### src/design/hsl_hsv_to_rgb_converter_top_macros.svh
// Assertion macros shared by the HSL/HSV to RGB converter RTL.
`ifndef HSL_HSV_TO_RGB_CONVERTER_TOP_MACROS_SVH
`define HSL_HSV_TO_RGB_CONVERTER_TOP_MACROS_SVH
`ifndef SYNTHESIS
`define HSLHSV_ASSERT(lbl, clk, rst_n, prop) \
    lbl: assert property (@(posedge clk) disable iff (!rst_n) prop) \
        else $error("hslhsv assertion failed");
`define HSLHSV_ASSERT_RST(lbl, clk, prop) \
    lbl: assert property (@(posedge clk) prop) \
        else $error("hslhsv reset assertion failed");
`else
`define HSLHSV_ASSERT(lbl, clk, rst_n, prop)
`define HSLHSV_ASSERT_RST(lbl, clk, prop)
`endif
`endif

### src/design/hslhsv_pkg.sv
// Types and constants for the HSL/HSV to RGB converter.
package hslhsv_pkg;

    localparam int W_HUE   = 9;
    localparam int W_PCT   = 7;
    localparam int W_CHAN  = 8;
    localparam int W_CN    = 14;  // chroma numerator, up to 10000
    localparam int W_TRI   = 6;   // triangle wave, 0..60
    localparam int W_LIN   = 20;  // channel value over 600000
    localparam int W_SCL   = 25;  // scaled and biased channel value
    localparam int W_RCP   = 18;
    localparam int RCP_SHIFT = 34;
    localparam int W_PROD  = W_SCL + W_RCP;
    localparam int W_QEST  = 9;

    localparam logic [W_PCT-1:0]  PCT_FULL   = 7'd100;
    localparam logic [W_PCT-1:0]  PCT_HALF   = 7'd50;
    localparam logic [W_HUE-1:0]  DEG_60     = 9'd60;
    localparam logic [W_HUE-1:0]  DEG_120    = 9'd120;
    localparam logic [W_HUE-1:0]  DEG_180    = 9'd180;
    localparam logic [W_HUE-1:0]  DEG_240    = 9'd240;
    localparam logic [W_HUE-1:0]  DEG_300    = 9'd300;
    localparam logic [W_HUE-1:0]  DEG_360    = 9'd360;

    // channel = floor((v * 51 + 60000) / 120000), v over 600000
    localparam logic [5:0]        CHAN_GAIN  = 6'd51;
    localparam logic [W_SCL-1:0]  ROUND_BIAS = 25'd60000;
    localparam logic [16:0]       CHAN_DIV   = 17'd120000;
    localparam logic [W_RCP-1:0]  CHAN_RCP   = 18'd143165;  // floor(2^34 / 120000)
    localparam logic [W_QEST-1:0] CHAN_MAX   = 9'd255;

    typedef enum logic [2:0] {
        SEXT_RG   = 3'd0,  // red = C, green = X
        SEXT_GR   = 3'd1,
        SEXT_GB   = 3'd2,
        SEXT_BG   = 3'd3,
        SEXT_BR   = 3'd4,
        SEXT_RB   = 3'd5,
        SEXT_GRAY = 3'd6
    } t_sextant;

    typedef struct packed {
        logic [W_LIN-1:0] c;
        logic [W_LIN-1:0] x;
        logic [W_LIN-1:0] m;
        t_sextant         sext;
    } t_chroma;

endpackage

### src/design/hslhsv_chroma.sv
// Front pipeline: input clamp, hue sextant, chroma, X and offset (three stages).
module hslhsv_chroma
    import hslhsv_pkg::*;
(
    input  logic             i_clk,
    input  logic             i_en,
    input  logic             i_source_space,
    input  logic [W_HUE-1:0] i_hue_degrees,
    input  logic [W_PCT-1:0] i_saturation_pct,
    input  logic [W_PCT-1:0] i_level_pct,
    output t_chroma          o_chroma
);

    // stage 1
    logic [W_PCT-1:0] n_a, r_a, n_sat, r_sat, n_lev, r_lev;
    logic [W_TRI-1:0] n_tri, r1_tri;
    t_sextant         n_sext, r1_sext;
    logic             r1_mode;

    logic [W_PCT-1:0] sat_c, lev_c, dev;
    logic [W_HUE-1:0] h120, hue_gap;

    always_comb begin
        sat_c = (i_saturation_pct > PCT_FULL) ? PCT_FULL : i_saturation_pct;
        lev_c = (i_level_pct > PCT_FULL) ? PCT_FULL : i_level_pct;
        if (lev_c >= PCT_HALF) begin
            dev = W_PCT'({lev_c, 1'b0} - {1'b0, PCT_FULL});
        end else begin
            dev = W_PCT'({1'b0, PCT_FULL} - {lev_c, 1'b0});
        end
        n_a   = i_source_space ? lev_c : PCT_FULL - dev;
        n_sat = sat_c;
        n_lev = lev_c;

        if (i_hue_degrees >= DEG_360) begin
            h120 = i_hue_degrees - DEG_360;
        end else if (i_hue_degrees >= DEG_240) begin
            h120 = i_hue_degrees - DEG_240;
        end else if (i_hue_degrees >= DEG_120) begin
            h120 = i_hue_degrees - DEG_120;
        end else begin
            h120 = i_hue_degrees;
        end
        hue_gap = (h120 >= DEG_60) ? h120 - DEG_60 : DEG_60 - h120;
        n_tri   = W_TRI'(DEG_60 - hue_gap);

        if (i_hue_degrees <= DEG_60) begin
            n_sext = SEXT_RG;
        end else if (i_hue_degrees <= DEG_120) begin
            n_sext = SEXT_GR;
        end else if (i_hue_degrees <= DEG_180) begin
            n_sext = SEXT_GB;
        end else if (i_hue_degrees <= DEG_240) begin
            n_sext = SEXT_BG;
        end else if (i_hue_degrees <= DEG_300) begin
            n_sext = SEXT_BR;
        end else if (i_hue_degrees <= DEG_360) begin
            n_sext = SEXT_RB;
        end else begin
            n_sext = SEXT_GRAY;
        end
    end

    always_ff @(posedge i_clk) begin
        if (i_en) begin
            r_a     <= n_a;
            r_sat   <= n_sat;
            r_lev   <= n_lev;
            r1_tri  <= n_tri;
            r1_sext <= n_sext;
            r1_mode <= i_source_space;
        end
    end

    // stage 2: chroma numerator, C = cn / 10000
    logic [W_CN-1:0]  n_cn, r_cn;
    logic [W_PCT-1:0] r2_lev;
    logic [W_TRI-1:0] r2_tri;
    t_sextant         r2_sext;
    logic             r2_mode;

    assign n_cn = W_CN'(r_a * r_sat);

    always_ff @(posedge i_clk) begin
        if (i_en) begin
            r_cn    <= n_cn;
            r2_lev  <= r_lev;
            r2_tri  <= r1_tri;
            r2_sext <= r1_sext;
            r2_mode <= r1_mode;
        end
    end

    // stage 3: values over 600000
    t_chroma          n_chroma, r_chroma;
    logic [14:0]      off_hsl;
    logic [13:0]      off_hsv;

    always_comb begin
        off_hsl    = 15'(r2_lev * 8'd200) - {1'b0, r_cn};
        off_hsv    = 14'(r2_lev * 7'd100) - r_cn;
        n_chroma.c = W_LIN'(r_cn * 6'd60);
        n_chroma.x = W_LIN'(r_cn * r2_tri);
        n_chroma.m = r2_mode ? W_LIN'(off_hsv * 6'd60) : W_LIN'(off_hsl * 5'd30);
        n_chroma.sext = r2_sext;
    end

    always_ff @(posedge i_clk) begin
        if (i_en) begin
            r_chroma <= n_chroma;
        end
    end

    assign o_chroma = r_chroma;

endmodule

### src/design/hslhsv_quant.sv
// Back pipeline for one channel: scale by 255/600000 with round half up (three stages).
module hslhsv_quant
    import hslhsv_pkg::*;
(
    input  logic              i_clk,
    input  logic              i_en,
    input  logic [W_LIN-1:0]  i_lin,
    output logic [W_CHAN-1:0] o_chan
);

    logic [W_SCL-1:0]  n_scl, r_scl, r2_scl;
    logic [W_PROD-1:0] prod;
    logic [W_QEST-1:0] n_qest, r_qest;
    logic [W_SCL-1:0]  back, rem;
    logic [W_QEST-1:0] q;
    logic [W_CHAN-1:0] n_chan, r_chan;

    assign n_scl = W_SCL'(i_lin * CHAN_GAIN) + ROUND_BIAS;

    // reciprocal estimate, low by at most one
    assign prod   = W_PROD'(r_scl * CHAN_RCP);
    assign n_qest = prod[RCP_SHIFT +: W_QEST];

    always_comb begin
        back = W_SCL'(r_qest * CHAN_DIV);
        rem  = r2_scl - back;
        q    = (rem >= W_SCL'(CHAN_DIV)) ? r_qest + 1'b1 : r_qest;
        n_chan = (q > CHAN_MAX) ? CHAN_MAX[W_CHAN-1:0] : q[W_CHAN-1:0];
    end

    always_ff @(posedge i_clk) begin
        if (i_en) begin
            r_scl  <= n_scl;
            r2_scl <= r_scl;
            r_qest <= n_qest;
            r_chan <= n_chan;
        end
    end

    assign o_chan = r_chan;

endmodule

### src/design/hsl_hsv_to_rgb_converter_top.sv
// HSL/HSV to 8-bit RGB converter, top level.
// Throughput: one word per cycle; the seven-stage pipeline advances whenever
// the output register is empty or taken, so a stall freezes every stage.
// Reset (synchronous, active low) empties the pipeline and sets source_space to HSL.
`include "hsl_hsv_to_rgb_converter_top_macros.svh"
module hsl_hsv_to_rgb_converter_top
    import hslhsv_pkg::*;
(
    input  logic              i_clk,
    input  logic              i_rst_n,
    input  logic              i_cfg_valid,
    output logic              o_cfg_ready,
    input  logic              i_cfg_source_space,
    input  logic              i_valid,
    output logic              o_stall,
    input  logic [W_HUE-1:0]  i_hue_degrees,
    input  logic [W_PCT-1:0]  i_saturation_pct,
    input  logic [W_PCT-1:0]  i_level_pct,
    output logic              o_valid,
    input  logic              i_stall,
    output logic [W_CHAN-1:0] o_red,
    output logic [W_CHAN-1:0] o_green,
    output logic [W_CHAN-1:0] o_blue
);

    localparam int N_STAGES = 7;

    logic                r_source_space;
    logic [N_STAGES-1:0] r_vld, n_vld;
    logic                en;

    assign o_cfg_ready = 1'b1;

    always_ff @(posedge i_clk) begin
        if (!i_rst_n) begin
            r_source_space <= 1'b0;
        end else if (i_cfg_valid && o_cfg_ready) begin
            r_source_space <= i_cfg_source_space;
        end
    end

    assign en      = !(r_vld[N_STAGES-1] && i_stall);
    assign o_stall = !en;
    assign n_vld   = {r_vld[N_STAGES-2:0], i_valid};

    always_ff @(posedge i_clk) begin
        if (!i_rst_n) begin
            r_vld <= '0;
        end else if (en) begin
            r_vld <= n_vld;
        end
    end

    t_chroma chroma;

    hslhsv_chroma u_chroma (
        .i_clk            (i_clk),
        .i_en             (en),
        .i_source_space   (r_source_space),
        .i_hue_degrees    (i_hue_degrees),
        .i_saturation_pct (i_saturation_pct),
        .i_level_pct      (i_level_pct),
        .o_chroma         (chroma)
    );

    // stage 4: place chroma and X on channels, add offset
    logic [W_LIN-1:0] pr, pg, pb;
    logic [W_LIN-1:0] n_lin_r, n_lin_g, n_lin_b, r_lin_r, r_lin_g, r_lin_b;

    always_comb begin
        pr = '0;
        pg = '0;
        pb = '0;
        case (chroma.sext)
            SEXT_RG: begin
                pr = chroma.c;
                pg = chroma.x;
            end
            SEXT_GR: begin
                pr = chroma.x;
                pg = chroma.c;
            end
            SEXT_GB: begin
                pg = chroma.c;
                pb = chroma.x;
            end
            SEXT_BG: begin
                pg = chroma.x;
                pb = chroma.c;
            end
            SEXT_BR: begin
                pr = chroma.x;
                pb = chroma.c;
            end
            SEXT_RB: begin
                pr = chroma.c;
                pb = chroma.x;
            end
            default: begin
                pr = '0;
            end
        endcase
        n_lin_r = pr + chroma.m;
        n_lin_g = pg + chroma.m;
        n_lin_b = pb + chroma.m;
    end

    always_ff @(posedge i_clk) begin
        if (en) begin
            r_lin_r <= n_lin_r;
            r_lin_g <= n_lin_g;
            r_lin_b <= n_lin_b;
        end
    end

    hslhsv_quant u_quant_r (
        .i_clk  (i_clk),
        .i_en   (en),
        .i_lin  (r_lin_r),
        .o_chan (o_red)
    );

    hslhsv_quant u_quant_g (
        .i_clk  (i_clk),
        .i_en   (en),
        .i_lin  (r_lin_g),
        .o_chan (o_green)
    );

    hslhsv_quant u_quant_b (
        .i_clk  (i_clk),
        .i_en   (en),
        .i_lin  (r_lin_b),
        .o_chan (o_blue)
    );

    assign o_valid = r_vld[N_STAGES-1];

    `HSLHSV_ASSERT_RST(a_reset_empties, i_clk, !i_rst_n |=> !o_valid)
    `HSLHSV_ASSERT(a_accept_enters, i_clk, i_rst_n, (i_valid && !o_stall) |=> r_vld[0])
    `HSLHSV_ASSERT(a_stall_freezes, i_clk, i_rst_n, (o_valid && i_stall) |=> $stable(r_vld))

endmodule
### config.mk
export PLATFORM = sky130hd
export DESIGN_NAME = hsl_hsv_to_rgb_converter_top
export DESIGN_NICKNAME = d
export VERILOG_FILES = /design/src/design/hslhsv_pkg.sv /design/src/design/hslhsv_chroma.sv /design/src/design/hslhsv_quant.sv /design/src/design/hsl_hsv_to_rgb_converter_top.sv
export VERILOG_INCLUDE_DIRS = /design/src /design/src/design
export SDC_FILE = /design/constraint.sdc
export NUM_CORES = 2
export LEC_CHECK = 0
export BUFFER_PORTS_ARGS = -buffer_cell sky130_fd_sc_hd__buf_2
export CORE_MARGIN = 2
export CORE_UTILIZATION = 67
export DETAILED_ROUTE_END_ITERATION = 6
export GPL_TIMING_DRIVEN = 0
export PLACE_DENSITY = 0.87
export SETUP_SLACK_MARGIN = 0.2
export SKIP_CTS_REPAIR_TIMING = 1
export SLEW_MARGIN = 5
export SYNTH_ARGS = -nofsm -noshare
export SYNTH_HDL_FRONTEND = slang
export SYNTH_SLANG_ARGS = --single-unit
### constraint.sdc
create_clock -name i_clk -period 33.6 [get_ports i_clk]
set_clock_uncertainty 0.15 [all_clocks]
set_input_delay 10.08 -clock i_clk [delete_from_list [all_inputs] [get_ports i_clk]]
set_output_delay 10.08 -clock i_clk [all_outputs]
set_load 0.1 [all_outputs]
Word level (Yosys, flattened, before mapping):

Cells that the tools add are included.
W data, S select, Z words.

* flip-flop bits (word level): 392
* bits in latches: 0
* RAM bits: 0
* bits in read-only memories: 0
* input port bits: 29
* word-level logic and storage cells: 127
* memories kept: 0

* add/subtract/negate cells: 23
* $mul: 16
* divide/modulo/power cells: 0
* magnitude comparators: 19
* eq/ne operators: 5
* shift operators: 0
* multiplexer cells: 19
* bitwise gates (word level): 0
* reductions and logical operators: 10

Operators by type and width (count)
* $mul A25 B18 Y43 const B: 3
* $pmux W20 S2: 3
* $add A25 B16 Y25 const B: 3
* $ge A25 B17 Y1 const B: 3
* $mul A20 B6 Y25 const B: 3
* $sub A25 B25 Y25: 3
* $add A20 B20 Y20: 3
* $mul A9 B11 Y19 const B: 3
* $mux W9: 6
* $mul A14 B4 Y18 const B: 2
* $add A9 B1 Y9 const B: 3
* $gt A9 B8 Y1 const B: 3
* $mul A7 B5 Y12 const B: 2
* $mux W7: 3
* $mul A14 B6 Y20: 1
* $mux W20: 1
* $mul A15 B4 Y19 const B: 1
* $le A9 B8 Y1 const B: 2
* $le A9 B9 Y1 const B: 2
* $sub A15 B14 Y15: 1
* $gt A7 B7 Y1 const B: 2
* $mul A7 B7 Y14: 1
* $reduce_or A2 Y1: 7
* $sub A14 B14 Y14: 1
* 23 further kinds: 30

Logic depth before layout (Yosys ltp):

* depth after elaboration: 7
* gate-level depth with buffers: 28

Cells and area by module:

A second synthesis with hierarchy kept.

* cell total of the unflattened synthesis: 6220
* area total of the unflattened synthesis: 63872.5 um2

By module, submodules not included
* hslhsv_quant at u_quant_r: instances 1, cells an instance 1428, area each 14766.7 um2
* hslhsv_quant at u_quant_b: instances 1, cells an instance 1375, area each 14644.0 um2
* hslhsv_chroma: instances 1, cells an instance 1462, area each 14471.4 um2
* hslhsv_quant at u_quant_g: instances 1, cells an instance 1365, area each 14337.5 um2
* hsl_hsv_to_rgb_converter_top: instances 1, cells an instance 590, area each 5652.9 um2

Worst setup path after synthesis:

Ideal clock, no wire load.

* path kind: input to output
* from: in i_stall
* to: out o_stall
* arrival time: 22.760 ns
* required time: 23.370 ns
* slack: 0.610 ns
* cell stages on the path: 2
* cells stage by stage: nand2_1 -> clkinv_1

* cells in the longest elaborated chain, start to end: 1

Ends and longest elaborated chain
* from (decl): line hsl_hsv_to_rgb_converter_top.sv:20 `input logic i_stall,`
* $logic_and A1 B1 Y1: line hsl_hsv_to_rgb_converter_top.sv:42 `assign en = !(r_vld[N_STAGES-1] && i_stall);`
* to (decl): line hsl_hsv_to_rgb_converter_top.sv:15 `output logic o_stall,`

Every way passes these cells.

Worst setup path after layout:

Same ends and word-level chain as after synthesis.

==> results.toml <==
[floorplanning]
rows = 112
die_w_um = 311
die-area_sq_um = 96500
start_util_pct = 67.5
die_h_um = 311
io_pins = 56
core_sq_um = 93300

[worst_setup_path]
critPathRequiredTime_ns = 23.37
timing.critical_path.to_type = "primary output"
start_kind = "input pin"
path_class = "input pin to primary output"
critical_path_arrival_ns = 11.28
reg2reg_slack_ns = 26.27
r2r_cells = 26
rr_startpoint = "u_quant_b.r_qest[7]$_DFFE_PN_"
r2r-end = "u_quant_b.o_chan[4]$_SDFFCE_PN1N_"
path_max_fanout = 34

[synthesis]
ys_warn_count = 0
synthesis.nets = 8225
synth-adder-area-share_pct = 51.7
syn_inst = 6106
synth-xor-area-share_pct = 4.58
synth-seq-cells = 373
syn-cell-area_sq_um = 63000
yosysSeqAreaShare_pct = 17.6
synth_compound_area_share_pct = 9.71
synth.top_cells.by_area = "fa_1 (27%), ha_1 (25%), edfxtp_1 (17%)"
synth_top_family_by_area = "adder cells"
yosys.area.top_type_share_pct = 27.1
async_flop_share_pct = 0
yosysTopAreaCell = "fa_1"
syn_avg_cell_area_sq_um = 10.3
synth_simple_gate_area_share_pct = 7.50
dominantRegCellSynth = "edfxtp_1"
synth_cell_types = 96
synth-edff-count = 365
synthMuxAreaShare_pct = 0.340

[route]
drtIter0Drc = 3063
wl_per_cell_um = 18.8
wirelength_um = 141000
antenna_left = 0
vias = 44300
first_pass_iters = 5
viasPerCell = 5.90
post-route-drc-count = 0

[placed_design]
preCtsSetupSlack_ns = 12.07
port_buffers = 53
placed_area_sq_um = 65000
gp_congestion = 0.958
dp_hpwl_um = 114000

[cts]
clk_pin_slew_ns = 0.06
clock_path_buffers = 3
insertion_delay_ns = 0.65
cts_root_buffer = "clkbuf_16"
htree_levels = 2
cts_tree = "built"
clock_sinks = 373
numCtsBuffers = 48

[finish]
final_common_cell = "inv_1"
area_growth_pct = 5.81
final_cell_mix = "inv_1 (1,371), ha_1 (1,236), fa_1 (854), edfxtp_1 (365), nand2_1 (260)"
final_util_pct = 71.4
num-fill-cells = 6202
drive_above_1_share_pct = 3.25
diodes = 0
finish.instance_area_sq_um = 66700
final_nets = 8334

[timing]
rsz0062_at_grt = "no"
finalMaxSlewViolations = 0
finalHoldViolCount = 0
max_freq_ghz = 0.0465
finalCriticalPeriod_ns = 21.51
fin_crit_sh_pct = 64.0
fin_ws_ns = 12.09
slew_headroom_pct = 45.6
finalSetupViolations = 0
tightest_slew_ns = 0.795

[worst_hold_path]
worstHoldStart = "u_chroma.r_lev[1]$_DFFE_PN_"
holdPathStages = 0
hold_class = "flip-flop to flip-flop"
holdPathEnd = "u_chroma.r2_lev[1]$_DFFE_PN_"

[global_routing]
grt_pass1_vias = 49000
grt_use_total_pct = 30.2
grt_max_degree = 68
grt-ovfl-total = 0
antenna_found_initial = 0
grt_pass1_wl_um = 238000

[run_status]
status = "complete, no violations"

[flow_run]
drv_cap = 0
## state kept, by name, indices dropped and copies added, names as in the netlist, 7 cells and up
register and count:
u_chroma.o_chroma 60, u_quant_g.r_scl 25, u_quant_b.o_chan 8, u_quant_r.r_qest 9, u_chroma.r2_lev 7, u_quant_b.r_qest 9, u_quant_r.r2_scl 19, u_quant_g.r2_scl 19
r_vld 7, u_chroma.r_lev 7, u_chroma.r_a 7, r_lin_b 20, u_quant_r.o_chan 8, r_lin_r 20, u_quant_b.r2_scl 19, u_quant_b.r_scl 25
r_lin_g 20, u_chroma.r_sat 7, u_quant_g.r_qest 9, u_chroma.r_cn 14, u_quant_r.r_scl 25, u_quant_g.o_chan 8
## how the worst max path moves through the flow
stage | from | endpoint | depth (start not counted)
after CTS | i_stall | o_stall | 4
after floorplan | i_stall | o_stall | 2
final | i_stall | o_stall | 4
after detailed placement | i_stall | o_stall | 4
after global routing | i_stall | o_stall | 4
after global placement | i_stall | o_stall | 4
## routing by layer
metal	share of wire [%]	global-route usage [%]	vias to the layer above
li1	-	-	20500
met1	38	35.8	21800
met2	52	54.8	1450
met3	5.4	3.95	482
met4	4.6	13.5	0
met5	0	0	-
## layout make-up
type | count | area (sq um) | area share [%]
multi-input cells | 4305 | 46500 | 69.8
well taps | 1254 | 1570 | 2.35
clock buffers | 57 | 1260 | 1.88
flip-flops and latches | 373 | 11100 | 16.7
inverters | 1373 | 5150 | 7.73
clock inverters | 33 | 395 | 0.593
plain buffers | 55 | 225 | 0.338
repair buffers | 59 | 430 | 0.646
## kinds of logic after synthesis
group                      after synthesis
adders and majority gates             2090
DFF                                    373
other                                    1
buffers and inverters                 1428
muxes                                   21
xor gates and xnor gates               328
and+or+nand+nor                        962
AOI/OAI and AO/OA                      903
## Yosys cell counts (all sizes together), types with 10 or more instances
library cell,n
o21bai,39
o2111ai,10
a211o,16
edfxtp,365
a211oi,32
a22o,49
or2,21
mux2i,18
xor2,103
o211ai,14
nand2b,29
o21ai,165
o21a,43
a21boi,16
ha,1236
o31ai,26
nor2b,59
fa,854
inv,1372
o41ai,12
clkbuf,45
nor3,84
a2111oi,18
nand4,16
buf,10
a31o,10
a22oi,10
and2,79
and3,48
xnor2,224
nand3,71
a21o,99
a21oi,232
nand2,261
or3,28
a31oi,33
nor2,224
## worst max-delay path: stages
cell      delay (ns)
buf_2           0.11
nand2_4         0.36
clkinv_1        0.34
buf_2           0.38
## stage by stage
stage,cells,hold slack [ns],setup TNS (ns)
2_1_floorplan,6106,0.250,0
5_1_grt,7509,0.271,0
3_3_place_gp,7413,0.251,-2.03
4_1_cts,7509,0.266,0
6_report,7509,0.267,0
3_5_place_dp,7419,0.255,0
Power is left out: the tool's default activity adds up to more than one toggle a clock period on the data nets, which glitch-free logic cannot reach.
